[config.mk]
export PLATFORM = sky130hd
export DESIGN_NAME = wavetable_sine_vco_unit
export DESIGN_NICKNAME = d
export VERILOG_FILES = /design/src/rtl/wsv_pkg.sv /design/src/rtl/wavetable_sine_vco_unit.sv
export VERILOG_INCLUDE_DIRS = /design/src /design/src/rtl
export SDC_FILE = /design/constraint.sdc
export NUM_CORES = 2
export LEC_CHECK = 0
export CORE_MARGIN = 4
export CORE_UTILIZATION = 30
export CTS_CLUSTER_DIAMETER = 150
export DETAILED_ROUTE_END_ITERATION = 8
export DONT_BUFFER_PORTS = 1
export SETUP_SLACK_MARGIN = 0.15
export SLEW_MARGIN = 30
export SYNTH_ARGS = -nofsm -noshare
export SYNTH_HDL_FRONTEND = slang
export SYNTH_SLANG_ARGS = --single-unit
[constraint.sdc]
create_clock -name clk -period 12.2 [get_ports clk]
set_clock_uncertainty 0.2 [all_clocks]
set_input_delay 2.44 -clock clk [delete_from_list [all_inputs] [get_ports clk]]
set_output_delay 2.44 -clock clk [all_outputs]
set_load 0.01 [all_outputs]
[src/rtl/wavetable_sine_vco_unit_macros.svh]
// assertion helpers for the oscillator
`ifndef WAVETABLE_SINE_VCO_UNIT_MACROS_SVH
`define WAVETABLE_SINE_VCO_UNIT_MACROS_SVH

// same-cycle implication, clocked on clk, off during rst
`define WSV_ASSERT_IMP(name, ante, cons) \
  name: assert property (@(posedge clk) disable iff (rst) (ante) |-> (cons)) \
    else $error("oscillator check failed");

// next-cycle implication, clocked on clk, off during rst
`define WSV_ASSERT_NXT(name, ante, cons) \
  name: assert property (@(posedge clk) disable iff (rst) (ante) |=> (cons)) \
    else $error("oscillator check failed");

`endif

[src/rtl/wsv_pkg.sv]
package wsv_pkg;

  // default sizes
  localparam int VOICES_DEF       = 16;
  localparam int WAVE_ENTRIES_DEF = 1024;

  // register indexes
  typedef enum logic [2:0] {
    REG_BASE_PITCH   = 3'd0,
    REG_PHASE_OFFSET = 3'd1,
    REG_VOLUME       = 3'd2,
    REG_FM_DEPTH     = 3'd3,
    REG_PM_DEPTH     = 3'd4,
    REG_VM_DEPTH     = 3'd5,
    REG_STEP_PER_HZ  = 3'd6
  } reg_idx_t;

  // register reset values
  localparam logic [22:0] BASE_PITCH_RST  = 23'd66976;
  localparam logic [15:0] VOLUME_RST      = 16'd16384;
  localparam logic [20:0] STEP_PER_HZ_RST = 21'd89478;

  // fixed-point constants
  localparam logic [33:0] LN2_Q30     = 34'd744261118;
  localparam logic [33:0] HALF_PI_Q30 = 34'd1686629713;
  localparam logic [33:0] ONE_Q30     = 34'h0_4000_0000;
  localparam logic [33:0] FM_ONE_Q27  = 34'h0_0800_0000;
  localparam logic [31:0] SINE_AMP    = 32'd10240;
  localparam logic [65:0] SINE_RND    = 66'h0_2000_0000;
  localparam logic [36:0] FREQ_MIN    = 37'd2560;
  localparam logic [36:0] FREQ_MAX    = 37'd5120000;
  localparam logic [54:0] FREQ_CAP    = 55'h7FFF_FFFF;

  // floor division of signed values: add a multiple of the divisor first
  localparam logic [15:0] PM_DIV   = 16'd5;
  localparam logic [31:0] PM_RECIP = 32'(64'hFFFF_FFFF / 64'd5);
  localparam logic [33:0] PM_K     = 34'd429496730;
  localparam logic [33:0] PM_OFS   = 34'd2147483650;
  localparam logic [15:0] VM_DIV   = 16'd20480;
  localparam logic [31:0] VM_RECIP = 32'(64'hFFFF_FFFF / 64'd20480);
  localparam logic [33:0] VM_K     = 34'd104858;
  localparam logic [33:0] VM_OFS   = 34'd2147491840;

  // floor(32 * r / 5) for the remainder of the phase modulation divide
  localparam logic [5:0] PM_FRAC [5] = '{6'd0, 6'd6, 6'd12, 6'd19, 6'd25};

  // reciprocals of the exp2 series divisors 1..12
  localparam logic [31:0] EXP_RECIP [12] = '{
    32'(64'hFFFF_FFFF / 64'd1),  32'(64'hFFFF_FFFF / 64'd2),
    32'(64'hFFFF_FFFF / 64'd3),  32'(64'hFFFF_FFFF / 64'd4),
    32'(64'hFFFF_FFFF / 64'd5),  32'(64'hFFFF_FFFF / 64'd6),
    32'(64'hFFFF_FFFF / 64'd7),  32'(64'hFFFF_FFFF / 64'd8),
    32'(64'hFFFF_FFFF / 64'd9),  32'(64'hFFFF_FFFF / 64'd10),
    32'(64'hFFFF_FFFF / 64'd11), 32'(64'hFFFF_FFFF / 64'd12)
  };

  // sine series divisors (2j)(2j+1) and their reciprocals
  localparam logic [15:0] SIN_DIV [8] = '{
    16'd6, 16'd20, 16'd42, 16'd72, 16'd110, 16'd156, 16'd210, 16'd272
  };
  localparam logic [31:0] SIN_RECIP [8] = '{
    32'(64'hFFFF_FFFF / 64'd6),   32'(64'hFFFF_FFFF / 64'd20),
    32'(64'hFFFF_FFFF / 64'd42),  32'(64'hFFFF_FFFF / 64'd72),
    32'(64'hFFFF_FFFF / 64'd110), 32'(64'hFFFF_FFFF / 64'd156),
    32'(64'hFFFF_FFFF / 64'd210), 32'(64'hFFFF_FFFF / 64'd272)
  };

endpackage

[src/rtl/wavetable_sine_vco_unit.sv]
// Polyphonic sine oscillator. Each input beat is one sample tick of one voice and gives exactly
// one output beat with the same voice number. All arithmetic runs on one digit-serial
// multiplier (34 by 32 bits, one 8-bit digit of the second operand per cycle) under a
// sequencer; the exp2 and sine values are computed from their series for every
// sample, and divisions by constants are reciprocal products with a short correction loop. An
// item takes roughly 70 products plus correction steps from input beat to result; one item is
// in work at a time, and the next input beat is taken as soon as the result sits in the output
// register, even while that register still waits for out_ready.
// Voice phases reset to zero; a voice number at or above VOICES gives a zero sample and leaves
// all phases alone. cfg_ready is always high; registers should be written only while idle.
module wavetable_sine_vco_unit import wsv_pkg::*; #(
  parameter int VOICES       = VOICES_DEF,
  parameter int WAVE_ENTRIES = WAVE_ENTRIES_DEF
) (
  input  logic               clk,
  input  logic               rst,
  input  logic               cfg_valid,
  output logic               cfg_ready,
  input  logic [2:0]         cfg_index,
  input  logic [22:0]        cfg_data,
  input  logic               in_valid,
  output logic               in_ready,
  input  logic [3:0]         voice,
  input  logic signed [15:0] pitch_volts,
  input  logic signed [15:0] fm_volts,
  input  logic signed [15:0] pm_volts,
  input  logic signed [15:0] vm_volts,
  input  logic               fm_on,
  input  logic               pm_on,
  input  logic               vm_on,
  output logic               out_valid,
  input  logic               out_ready,
  output logic [3:0]         out_voice,
  output logic signed [15:0] sample_volts
);

  `include "wavetable_sine_vco_unit_macros.svh"

  localparam int VI_W  = (VOICES > 1) ? $clog2(VOICES) : 1;
  localparam int IDX_W = $clog2(WAVE_ENTRIES);
  localparam int M_W   = IDX_W + 1;
  localparam logic [33:0] WAVE_N     = 34'(WAVE_ENTRIES);
  localparam logic [31:0] SIN_A      = 32'(HALF_PI_Q30 / WAVE_N);
  localparam logic [31:0] SIN_B      = 32'(HALF_PI_Q30 % WAVE_N);
  localparam logic [31:0] WAVE_RECIP = 32'(64'hFFFF_FFFF / 64'(WAVE_ENTRIES));
  localparam logic [15:0] WAVE_DIV   = 16'(WAVE_ENTRIES);

  typedef enum logic [30:0] {
    ST_IDLE    = 31'h0000_0001,
    ST_MUL     = 31'h0000_0002,
    ST_DIV_B   = 31'h0000_0004,
    ST_DIV_C   = 31'h0000_0008,
    ST_DIV_FIX = 31'h0000_0010,
    ST_E_X     = 31'h0000_0020,
    ST_E_T     = 31'h0000_0040,
    ST_E_S     = 31'h0000_0080,
    ST_F_SH    = 31'h0000_0100,
    ST_F_FAC   = 31'h0000_0200,
    ST_F_FM    = 31'h0000_0400,
    ST_F_CLAMP = 31'h0000_0800,
    ST_P_ADD   = 31'h0000_1000,
    ST_P_DIV   = 31'h0000_2000,
    ST_P_SH    = 31'h0000_4000,
    ST_W_IDX   = 31'h0000_8000,
    ST_W_Q     = 31'h0001_0000,
    ST_W_XA    = 31'h0002_0000,
    ST_W_XB    = 31'h0004_0000,
    ST_W_XC    = 31'h0008_0000,
    ST_S_X2    = 31'h0010_0000,
    ST_S_T     = 31'h0020_0000,
    ST_S_S     = 31'h0040_0000,
    ST_S_RND   = 31'h0080_0000,
    ST_V_DIV   = 31'h0100_0000,
    ST_V_ADD   = 31'h0200_0000,
    ST_V_MUL   = 31'h0400_0000,
    ST_V_OUT   = 31'h0800_0000,
    ST_S_AMP   = 31'h1000_0000,
    ST_F_BASE  = 31'h2000_0000,
    ST_W_SPARE = 31'h4000_0000
  } state_t;

  // configuration registers
  logic [22:0] base_pitch;
  logic [16:0] phase_offset;
  logic [15:0] volume;
  logic [16:0] fm_depth, pm_depth, vm_depth;
  logic [20:0] step_per_hz;

  // sequencer and latched item
  state_t state, mul_ret, dv_ret;
  logic [3:0]         voice_r;
  logic signed [15:0] pv_r, fv_r, mv_r, vv_r;
  logic               fm_on_r, pm_on_r, vm_on_r;

  // serial multiplier
  logic signed [33:0] mul_a;
  logic [31:0]        mul_b;
  logic [1:0]         mul_cnt;
  logic signed [65:0] acc;
  logic signed [42:0] pp;

  // constant divider
  logic [33:0] dv_n, dv_q, dv_rem;
  logic [15:0] dv_d;

  // working values
  logic [3:0]         k;
  logic [31:0]        x_r;
  logic [33:0]        term;
  logic signed [33:0] sum;
  logic [36:0]        freq;
  logic [31:0]        tot;
  logic [1:0]         quad_r;
  logic [M_W-1:0]     m_r;
  logic [33:0]        xa;
  logic signed [15:0] rom;
  logic signed [19:0] vol;
  logic [31:0]        phases [VOICES];

  // combinational helpers
  logic [5:0]         sh_amt;
  logic [54:0]        fshift;
  logic [30:0]        fsat;
  logic signed [33:0] factor;
  logic [22:0]        fclamp;
  logic [31:0]        pnew;
  logic [VI_W-1:0]    vi;
  logic signed [33:0] pm_q;
  logic [31:0]        pm_add;
  logic [IDX_W-1:0]   idx;
  logic [IDX_W+1:0]   u, rem_w;
  logic [1:0]         quad;
  logic [M_W-1:0]     m_w;
  logic [33:0]        xs;
  logic signed [33:0] sum_nx;
  logic [13:0]        s_amp;
  logic signed [65:0] s_rnd;
  logic signed [50:0] smp_full;
  logic signed [15:0] smp_sat;
  logic signed [33:0] fv_s, mv_s, vv_s, vol_s, rom_s;
  logic [31:0]        fm_mag, pm_mag, vm_mag, rom_mag;

  assign cfg_ready = 1'b1;
  assign in_ready  = (state == ST_IDLE);
  assign vi        = voice_r[VI_W-1:0];
  assign pp        = mul_a * $signed({1'b0, mul_b[31:24]});

  // operand signs and magnitudes
  always_comb begin
    fv_s    = 34'(fv_r);
    mv_s    = 34'(mv_r);
    vv_s    = 34'(vv_r);
    vol_s   = 34'(vol);
    rom_s   = 34'(rom);
    fm_mag  = fm_depth[16] ? 32'(-$signed(fm_depth)) : 32'(fm_depth);
    pm_mag  = pm_depth[16] ? 32'(-$signed(pm_depth)) : 32'(pm_depth);
    vm_mag  = vm_depth[16] ? 32'(-$signed(vm_depth)) : 32'(vm_depth);
    rom_mag = rom[15] ? 32'(-rom_s) : 32'(rom_s);
  end

  // frequency shaping
  always_comb begin
    sh_amt = 6'd30 - 6'($signed(pv_r[15:11]));
    fshift = acc[54:0] >> sh_amt;
    fsat   = (fshift > FREQ_CAP) ? 31'h7FFF_FFFF : fshift[30:0];
    factor = $signed(FM_ONE_Q27) + acc[33:0];
    if (freq < FREQ_MIN) begin
      fclamp = FREQ_MIN[22:0];
    end else if (freq > FREQ_MAX) begin
      fclamp = FREQ_MAX[22:0];
    end else begin
      fclamp = freq[22:0];
    end
  end

  // phase, table index and quadrant folding
  always_comb begin
    pnew   = phases[vi] + acc[39:8];
    pm_q   = $signed(dv_q) - $signed(PM_K);
    pm_add = 32'(pm_q <<< 5) + 32'(PM_FRAC[dv_rem[2:0]]);
    idx    = acc[IDX_W+31:32];
    u      = {idx, 2'b00};
    if (u >= (IDX_W+2)'(3 * WAVE_ENTRIES)) begin
      quad  = 2'd3;
      rem_w = u - (IDX_W+2)'(3 * WAVE_ENTRIES);
    end else if (u >= (IDX_W+2)'(2 * WAVE_ENTRIES)) begin
      quad  = 2'd2;
      rem_w = u - (IDX_W+2)'(2 * WAVE_ENTRIES);
    end else if (u >= (IDX_W+2)'(WAVE_ENTRIES)) begin
      quad  = 2'd1;
      rem_w = u - (IDX_W+2)'(WAVE_ENTRIES);
    end else begin
      quad  = 2'd0;
      rem_w = u;
    end
    m_w = quad[0] ? M_W'(WAVE_N) - M_W'(rem_w) : M_W'(rem_w);
    xs  = xa + dv_q;
  end

  // series accumulation, rounding and output saturation
  always_comb begin
    sum_nx   = k[0] ? (sum - $signed(dv_q)) : (sum + $signed(dv_q));
    s_rnd    = acc + $signed(SINE_RND);
    s_amp    = s_rnd[43:30];
    smp_full = acc[65:15];
    if (smp_full > 51'sd32767) begin
      smp_sat = 16'sh7FFF;
    end else if (smp_full < -51'sd32768) begin
      smp_sat = -16'sh8000;
    end else begin
      smp_sat = smp_full[15:0];
    end
  end

  // configuration writes
  always_ff @(posedge clk) begin
    if (rst) begin
      base_pitch   <= BASE_PITCH_RST;
      phase_offset <= '0;
      volume       <= VOLUME_RST;
      fm_depth     <= '0;
      pm_depth     <= '0;
      vm_depth     <= '0;
      step_per_hz  <= STEP_PER_HZ_RST;
    end else if (cfg_valid && cfg_ready) begin
      case (cfg_index)
        REG_BASE_PITCH:   base_pitch   <= cfg_data;
        REG_PHASE_OFFSET: phase_offset <= cfg_data[16:0];
        REG_VOLUME:       volume       <= cfg_data[15:0];
        REG_FM_DEPTH:     fm_depth     <= cfg_data[16:0];
        REG_PM_DEPTH:     pm_depth     <= cfg_data[16:0];
        REG_VM_DEPTH:     vm_depth     <= cfg_data[16:0];
        REG_STEP_PER_HZ:  step_per_hz  <= cfg_data[20:0];
        default: ;
      endcase
    end
  end

  // voice phase accumulators
  always_ff @(posedge clk) begin
    if (rst) begin
      for (int i = 0; i < VOICES; i++) begin
        phases[i] <= '0;
      end
    end else if (state == ST_P_ADD) begin
      phases[vi] <= pnew;
    end
  end

  // sequencer
  always_ff @(posedge clk) begin
    if (rst) begin
      state     <= ST_IDLE;
      mul_ret   <= ST_IDLE;
      dv_ret    <= ST_IDLE;
      out_valid <= 1'b0;
    end else begin
      if (out_valid && out_ready) begin
        out_valid <= 1'b0;
      end
      unique case (state)
        ST_IDLE: begin
          if (in_valid) begin
            voice_r <= voice;
            pv_r    <= pitch_volts;
            fv_r    <= fm_volts;
            mv_r    <= pm_volts;
            vv_r    <= vm_volts;
            fm_on_r <= fm_on;
            pm_on_r <= pm_on;
            vm_on_r <= vm_on;
            if ({1'b0, voice} >= 5'(VOICES)) begin
              acc   <= '0;
              state <= ST_V_OUT;
            end else begin
              mul_a   <= {23'd0, pitch_volts[10:0]};
              mul_b   <= LN2_Q30[31:0];
              acc     <= '0;
              mul_cnt <= '0;
              mul_ret <= ST_E_X;
              state   <= ST_MUL;
            end
          end
        end
        // one 8-bit digit of mul_b per cycle, most significant first
        ST_MUL: begin
          acc     <= (acc <<< 8) + 66'(pp);
          mul_b   <= {mul_b[23:0], 8'd0};
          mul_cnt <= mul_cnt + 2'd1;
          if (mul_cnt == 2'd3) begin
            state <= mul_ret;
          end
        end
        // quotient estimate, then back-multiply for the remainder
        ST_DIV_B: begin
          dv_q    <= acc[65:32];
          mul_a   <= $signed(acc[65:32]);
          mul_b   <= {16'd0, dv_d};
          acc     <= '0;
          mul_cnt <= '0;
          mul_ret <= ST_DIV_C;
          state   <= ST_MUL;
        end
        ST_DIV_C: begin
          dv_rem <= dv_n - acc[33:0];
          state  <= ST_DIV_FIX;
        end
        ST_DIV_FIX: begin
          if (dv_rem >= {18'd0, dv_d}) begin
            dv_rem <= dv_rem - {18'd0, dv_d};
            dv_q   <= dv_q + 34'd1;
          end else begin
            state <= dv_ret;
          end
        end
        // exp2 of the pitch fraction
        ST_E_X: begin
          x_r     <= {2'b00, acc[40:11]};
          term    <= ONE_Q30;
          sum     <= $signed(ONE_Q30);
          k       <= 4'd1;
          mul_a   <= $signed(ONE_Q30);
          mul_b   <= {2'b00, acc[40:11]};
          acc     <= '0;
          mul_cnt <= '0;
          mul_ret <= ST_E_T;
          state   <= ST_MUL;
        end
        ST_E_T: begin
          dv_n    <= acc[63:30];
          dv_d    <= 16'(k);
          dv_ret  <= ST_E_S;
          mul_a   <= $signed(acc[63:30]);
          mul_b   <= EXP_RECIP[4'(k - 4'd1)];
          acc     <= '0;
          mul_cnt <= '0;
          mul_ret <= ST_DIV_B;
          state   <= ST_MUL;
        end
        ST_E_S: begin
          term <= dv_q;
          sum  <= sum + $signed(dv_q);
          if (k == 4'd12) begin
            state <= ST_F_BASE;
          end else begin
            k       <= k + 4'd1;
            mul_a   <= $signed(dv_q);
            mul_b   <= x_r;
            acc     <= '0;
            mul_cnt <= '0;
            mul_ret <= ST_E_T;
            state   <= ST_MUL;
          end
        end
        // base pitch times exp2, then octave shift
        ST_F_BASE: begin
          mul_a   <= sum;
          mul_b   <= {9'd0, base_pitch};
          acc     <= '0;
          mul_cnt <= '0;
          mul_ret <= ST_F_SH;
          state   <= ST_MUL;
        end
        ST_F_SH: begin
          freq <= {6'd0, fsat};
          if (fm_on_r) begin
            mul_a   <= fm_depth[16] ? -fv_s : fv_s;
            mul_b   <= fm_mag;
            acc     <= '0;
            mul_cnt <= '0;
            mul_ret <= ST_F_FAC;
            state   <= ST_MUL;
          end else begin
            state <= ST_F_CLAMP;
          end
        end
        ST_F_FAC: begin
          if (factor <= 34'sd0) begin
            freq  <= '0;
            state <= ST_F_CLAMP;
          end else begin
            mul_a   <= $signed({3'b000, freq[30:0]});
            mul_b   <= factor[31:0];
            acc     <= '0;
            mul_cnt <= '0;
            mul_ret <= ST_F_FM;
            state   <= ST_MUL;
          end
        end
        ST_F_FM: begin
          freq  <= acc[63:27];
          state <= ST_F_CLAMP;
        end
        ST_F_CLAMP: begin
          mul_a   <= $signed({11'd0, fclamp});
          mul_b   <= {11'd0, step_per_hz};
          acc     <= '0;
          mul_cnt <= '0;
          mul_ret <= ST_P_ADD;
          state   <= ST_MUL;
        end
        // phase advance and phase shift
        ST_P_ADD: begin
          tot <= pnew + {phase_offset[15:0], 16'd0};
          if (pm_on_r) begin
            mul_a   <= pm_depth[16] ? -mv_s : mv_s;
            mul_b   <= pm_mag;
            acc     <= '0;
            mul_cnt <= '0;
            mul_ret <= ST_P_DIV;
            state   <= ST_MUL;
          end else begin
            state <= ST_W_IDX;
          end
        end
        ST_P_DIV: begin
          dv_n    <= acc[33:0] + PM_OFS;
          dv_d    <= PM_DIV;
          dv_ret  <= ST_P_SH;
          mul_a   <= $signed(acc[33:0] + PM_OFS);
          mul_b   <= PM_RECIP;
          acc     <= '0;
          mul_cnt <= '0;
          mul_ret <= ST_DIV_B;
          state   <= ST_MUL;
        end
        ST_P_SH: begin
          tot   <= tot + pm_add;
          state <= ST_W_IDX;
        end
        // table index and angle of the folded quarter wave
        ST_W_IDX: begin
          mul_a   <= $signed(WAVE_N);
          mul_b   <= tot;
          acc     <= '0;
          mul_cnt <= '0;
          mul_ret <= ST_W_Q;
          state   <= ST_MUL;
        end
        ST_W_Q: begin
          quad_r  <= quad;
          m_r     <= m_w;
          mul_a   <= 34'(m_w);
          mul_b   <= SIN_A;
          acc     <= '0;
          mul_cnt <= '0;
          mul_ret <= ST_W_XA;
          state   <= ST_MUL;
        end
        ST_W_XA: begin
          xa      <= acc[33:0];
          mul_a   <= 34'(m_r);
          mul_b   <= SIN_B;
          acc     <= '0;
          mul_cnt <= '0;
          mul_ret <= ST_W_XB;
          state   <= ST_MUL;
        end
        ST_W_XB: begin
          dv_n    <= acc[33:0];
          dv_d    <= WAVE_DIV;
          dv_ret  <= ST_W_XC;
          mul_a   <= $signed(acc[33:0]);
          mul_b   <= WAVE_RECIP;
          acc     <= '0;
          mul_cnt <= '0;
          mul_ret <= ST_DIV_B;
          state   <= ST_MUL;
        end
        ST_W_XC: begin
          term    <= xs;
          sum     <= $signed(xs);
          k       <= 4'd1;
          mul_a   <= $signed(xs);
          mul_b   <= xs[31:0];
          acc     <= '0;
          mul_cnt <= '0;
          mul_ret <= ST_S_X2;
          state   <= ST_MUL;
        end
        // sine series
        ST_S_X2: begin
          x_r     <= acc[61:30];
          mul_a   <= $signed(term);
          mul_b   <= acc[61:30];
          acc     <= '0;
          mul_cnt <= '0;
          mul_ret <= ST_S_T;
          state   <= ST_MUL;
        end
        ST_S_T: begin
          dv_n    <= acc[63:30];
          dv_d    <= SIN_DIV[3'(k - 4'd1)];
          dv_ret  <= ST_S_S;
          mul_a   <= $signed(acc[63:30]);
          mul_b   <= SIN_RECIP[3'(k - 4'd1)];
          acc     <= '0;
          mul_cnt <= '0;
          mul_ret <= ST_DIV_B;
          state   <= ST_MUL;
        end
        ST_S_S: begin
          term <= dv_q;
          sum  <= sum_nx;
          if (k == 4'd8) begin
            state <= ST_S_AMP;
          end else begin
            k       <= k + 4'd1;
            mul_a   <= $signed(dv_q);
            mul_b   <= x_r;
            acc     <= '0;
            mul_cnt <= '0;
            mul_ret <= ST_S_T;
            state   <= ST_MUL;
          end
        end
        ST_S_AMP: begin
          mul_a   <= (sum < 34'sd0) ? 34'sd0 : sum;
          mul_b   <= SINE_AMP;
          acc     <= '0;
          mul_cnt <= '0;
          mul_ret <= ST_S_RND;
          state   <= ST_MUL;
        end
        // rounded table value, then volume
        ST_S_RND: begin
          rom <= quad_r[1] ? -$signed({2'b00, s_amp}) : $signed({2'b00, s_amp});
          if (vm_on_r) begin
            mul_a   <= vm_depth[16] ? -vv_s : vv_s;
            mul_b   <= vm_mag;
            acc     <= '0;
            mul_cnt <= '0;
            mul_ret <= ST_V_DIV;
            state   <= ST_MUL;
          end else begin
            vol   <= $signed({4'd0, volume});
            state <= ST_V_MUL;
          end
        end
        ST_V_DIV: begin
          dv_n    <= acc[33:0] + VM_OFS;
          dv_d    <= VM_DIV;
          dv_ret  <= ST_V_ADD;
          mul_a   <= $signed(acc[33:0] + VM_OFS);
          mul_b   <= VM_RECIP;
          acc     <= '0;
          mul_cnt <= '0;
          mul_ret <= ST_DIV_B;
          state   <= ST_MUL;
        end
        ST_V_ADD: begin
          vol   <= $signed({4'd0, volume}) + 20'($signed(dv_q) - $signed(VM_K));
          state <= ST_V_MUL;
        end
        ST_V_MUL: begin
          mul_a   <= rom[15] ? -vol_s : vol_s;
          mul_b   <= rom_mag;
          acc     <= '0;
          mul_cnt <= '0;
          mul_ret <= ST_V_OUT;
          state   <= ST_MUL;
        end
        // result into the output register once it is free
        ST_V_OUT: begin
          if (!out_valid || out_ready) begin
            out_voice    <= voice_r;
            sample_volts <= smp_sat;
            out_valid    <= 1'b1;
            state        <= ST_IDLE;
          end
        end
        ST_W_SPARE: begin
          state <= ST_IDLE;
        end
        default: begin
          state <= ST_IDLE;
        end
      endcase
    end
  end

  // checks
  `WSV_ASSERT_NXT(a_accept_leaves_idle, in_valid && in_ready, state != ST_IDLE)
  `WSV_ASSERT_IMP(a_fix_bounded, state == ST_DIV_FIX, dv_rem < {15'd0, dv_d, 3'd0})
  `WSV_ASSERT_NXT(a_result_waits, state == ST_V_OUT && out_valid && !out_ready,
                  state == ST_V_OUT)
  `WSV_ASSERT_IMP(a_mul_returns, state == ST_MUL, mul_ret != ST_MUL)

endmodule
==> out/metrics.cfg <==
[outcome]
outcome = finished, final reports clean

[routing]
via_per_inst = 5.91
drc = 0
wl_um = 402000
antenna_left = 0
vias = 76377
wl_per_cell_um = 31.1
first_pass_iters = 9
first_iter_violations = 11285

[yosys]
syn_area_um2 = 87900
yosys_register_bits = 1278
yosys_warnings = 0
synth_edf_count = 1092
synthFlopType = edfxtp_1
syn_nets = 9765
syn_inst = 8972
syn_area_per_cell_um2 = 9.80
ys_async_sr_fraction_pct = 0
yosysUniqueCellTypes = 91
ys_seq_area_share_pct = 41.5

[cts]
htree_num_levels = 4
post_cts_buffers = 0
clk_pin_slew_worst_paths_ns = 0.06
cts_tree = yes
cts_buffers = 152
cts.sinks = 1278
postCtsHoldBufs = 0
cts_root_buf = clkbuf_16
clockBufferDepth = 3
post_cts_resized = 0
clkLatencyLatePin_ns = 0.89

[global_routing]
grt_max_degree = 203
grt_pass1_wl_um = 558000
grt-busiest-layer = met2
grt_antenna_before_repair = 66
grtUsageMet1_pct = 33.2
grt_usage_pct = 25.8
grt_pass1_vias = 72304
grt_overflow = 0
globalRouteMet3Util_pct = 7.95
grtUsageMet2_pct = 38.3

[timing]
final-hold-violation-count = 0
drv_slew = 0
rsz0062_at_grt = no
period_needed_ns = 8.88
relSlewSlack_pct = 14.0
finalSetupViolations = 0
fmax_mhz = 113
final.setup.tns_ns = 0
tightest_slew_ns = 1.28
min_period_over_period_pct = 72.8

[setup_path]
reg2reg_slack_ns = 3.32
required_ns = 12.63
cp-start-kind = register
r2r-end = tot[30]
rr_worst_depth = 24
crit_path_max_fanout = 85
path_class = reg2reg
worstPathArrival_ns = 9.31
endpoint_kind = register

[finish]
drive_gt1_share_pct = 9.55
final_cell_area_um2 = 98700
fill_cells = 29541
syn2layout_area_growth_pct = 12.3
mostFrequentLayoutCells = nand2_1, edfxtp_1, nor2_1
nNetsFinal = 9631
layout_commonest_cell = nand2_1

[die]
die_w_um = 549
num_rows = 198
start_util_pct = 30.2
io_pins = 125
die-area_um2 = 302000
core_area_um2 = 291000
die_h_um = 549

[placement]
place_hpwl_um = 287000
finalWeightedCongestion = 1.06
placed_area_um2 = 93200
port_buffers = 0

[pwr]
ir_worst_vdd_v = 0.000391
leakage_nw = 38.1
pwr_density_cell_nw_per_um2 = 299

[min_path]
hold_path_end = mul_ret[9]
hold_start = mul_ret[9]
hold_depth = 2
hold_class = reg2reg

[flow_run]
drv_cap = 0

-- worst max-delay path, stage by stage, from the launching register on --
cell	delay, ns
dfxtp_4	0.59
buf_12	0.52
mux4_2	0.58
mux4_2	0.49
ha_1	0.35
a21oi_1	0.24
nor2_1	0.09
a2111oi_2	0.90
o21ai_0	0.38
a41o_1	0.38
a21o_1	0.20
a21oi_1	0.25
xor2_2	0.69
inv_1	0.25
ha_1	0.37
a21oi_1	0.25
o21bai_1	0.10
a21oi_1	0.23
o21bai_1	0.12
a41o_1	0.28
o41ai_1	0.42
o21ai_0	0.21
xnor2_1	0.19
nor2_1	0.07
a21o_1	0.18
-- report_power, final --
group	switching (mW)	total, mW	internal (mW)
Sequential	0.259	5.37	5.11
Clock	2.08	4.85	2.76
Combinational	12.0	19.3	7.29
Total	14.3	29.5	15.2
-- routing by layer --
| layer | up-vias | routed length (um) | share of wire [%] |
|---|---|---|---|
| met4 | 22 | 27500 | 6.8 |
| met3 | 1174 | 49700 | 12 |
| met1 | 38019 | 153000 | 38 |
| met2 | 5190 | 172000 | 43 |
| met5 | - | 138 | 0.034 |
| li1 | 31972 | - | - |
-- Yosys cell counts, types with 90 or more instances --
cell / count / area, um^2
nand2_1: 1163 / 4370
edfxtp_1: 1092 / 32800
nor2_1: 980 / 3680
a21oi_1: 531 / 2660
o21ai_0: 518 / 2590
inv_1: 514 / 1930
clkbuf_1: 476 / 1790
ha_1: 417 / 5220
xnor2_1: 334 / 2930
fa_1: 274 / 5490
mux4_2: 190 / 4280
dfxtp_1: 186 / 3720
a21o_1: 181 / 1360
and2_1: 176 / 1100
xor2_1: 175 / 1530
nand3_1: 152 / 761
nor3_1: 111 / 556
nand4_1: 97 / 607
nand2b_1: 90 / 563
-- worst max path at each step --
| stage | start | end | slack [ns] | depth (start not counted) |
|---|---|---|---|---|
| 3_3_place_gp | register | tot[30] | 2.89 | 24 |
| 4_1_cts | register | tot[30] | 3.30 | 24 |
| 6_report | register | tot[30] | 3.32 | 24 |
| 3_5_place_dp | register | tot[30] | 3.36 | 24 |
| 2_1_floorplan | in_valid | acc[0] | 3.32 | 5 |
| 5_1_grt | register | tot[30] | 2.84 | 24 |
-- area by class of cell --
type	count	area (um^2)	share of cell area [%]
diodes	48	120	0.122
clock buffers	196	4190	4.24
clock inverters	86	1100	1.12
inverters	526	1980	2.00
multi-input cells	6629	48000	48.6
flip-flops and latches	1278	36500	37.0
well taps	3900	4880	4.94
repair buffers	251	1980	2.01
-- state kept, by name (all words and copies together) (netlist names), 34 cells and up, named ones only --
register,cells
dv_q,34
acc,66
mul_a,34
freq,37
term,34
dv_rem,34
phases,512
xa,34
dv_n,34
sum,34
-- logic make-up (layout without fill, tap and decap cells) --
kind of cell | count (synthesis) | count (layout) | share of synthesized area, %
AO/OA/AOI/OAI | 1989 | 1989 | 14.5
XOR/XNOR | 509 | 509 | 5.07
adder cells (fa/ha/maj) | 691 | 691 | 12.2
buffers and inverters | 1065 | 1059 | 4.58
flip-flops | 1278 | 1278 | 41.5
multiplexers | 255 | 255 | 5.62
other | 1 | 49 | 0.00426
AND/OR/NAND/NOR | 3184 | 3184 | 16.5
-- metrics by stage --
stage / utilization [%] / setup WS [ns] / std cells / power, mW / hold slack, ns
floorplan: - / 3.32 / 8972 / 19.0 / 0.224
global placement: 31.9 / 2.89 / 12578 / 24.1 / 0.237
detailed placement: 32.0 / 3.36 / 12581 / 24.2 / 0.240
CTS: 33.8 / 3.30 / 12863 / 29.2 / 0.249
global route: 33.9 / 2.84 / 12874 / 31.6 / 0.268
finish: 33.9 / 3.32 / 12914 / 29.5 / 0.246
No activity file was read; power rests on OpenSTA's default activity.
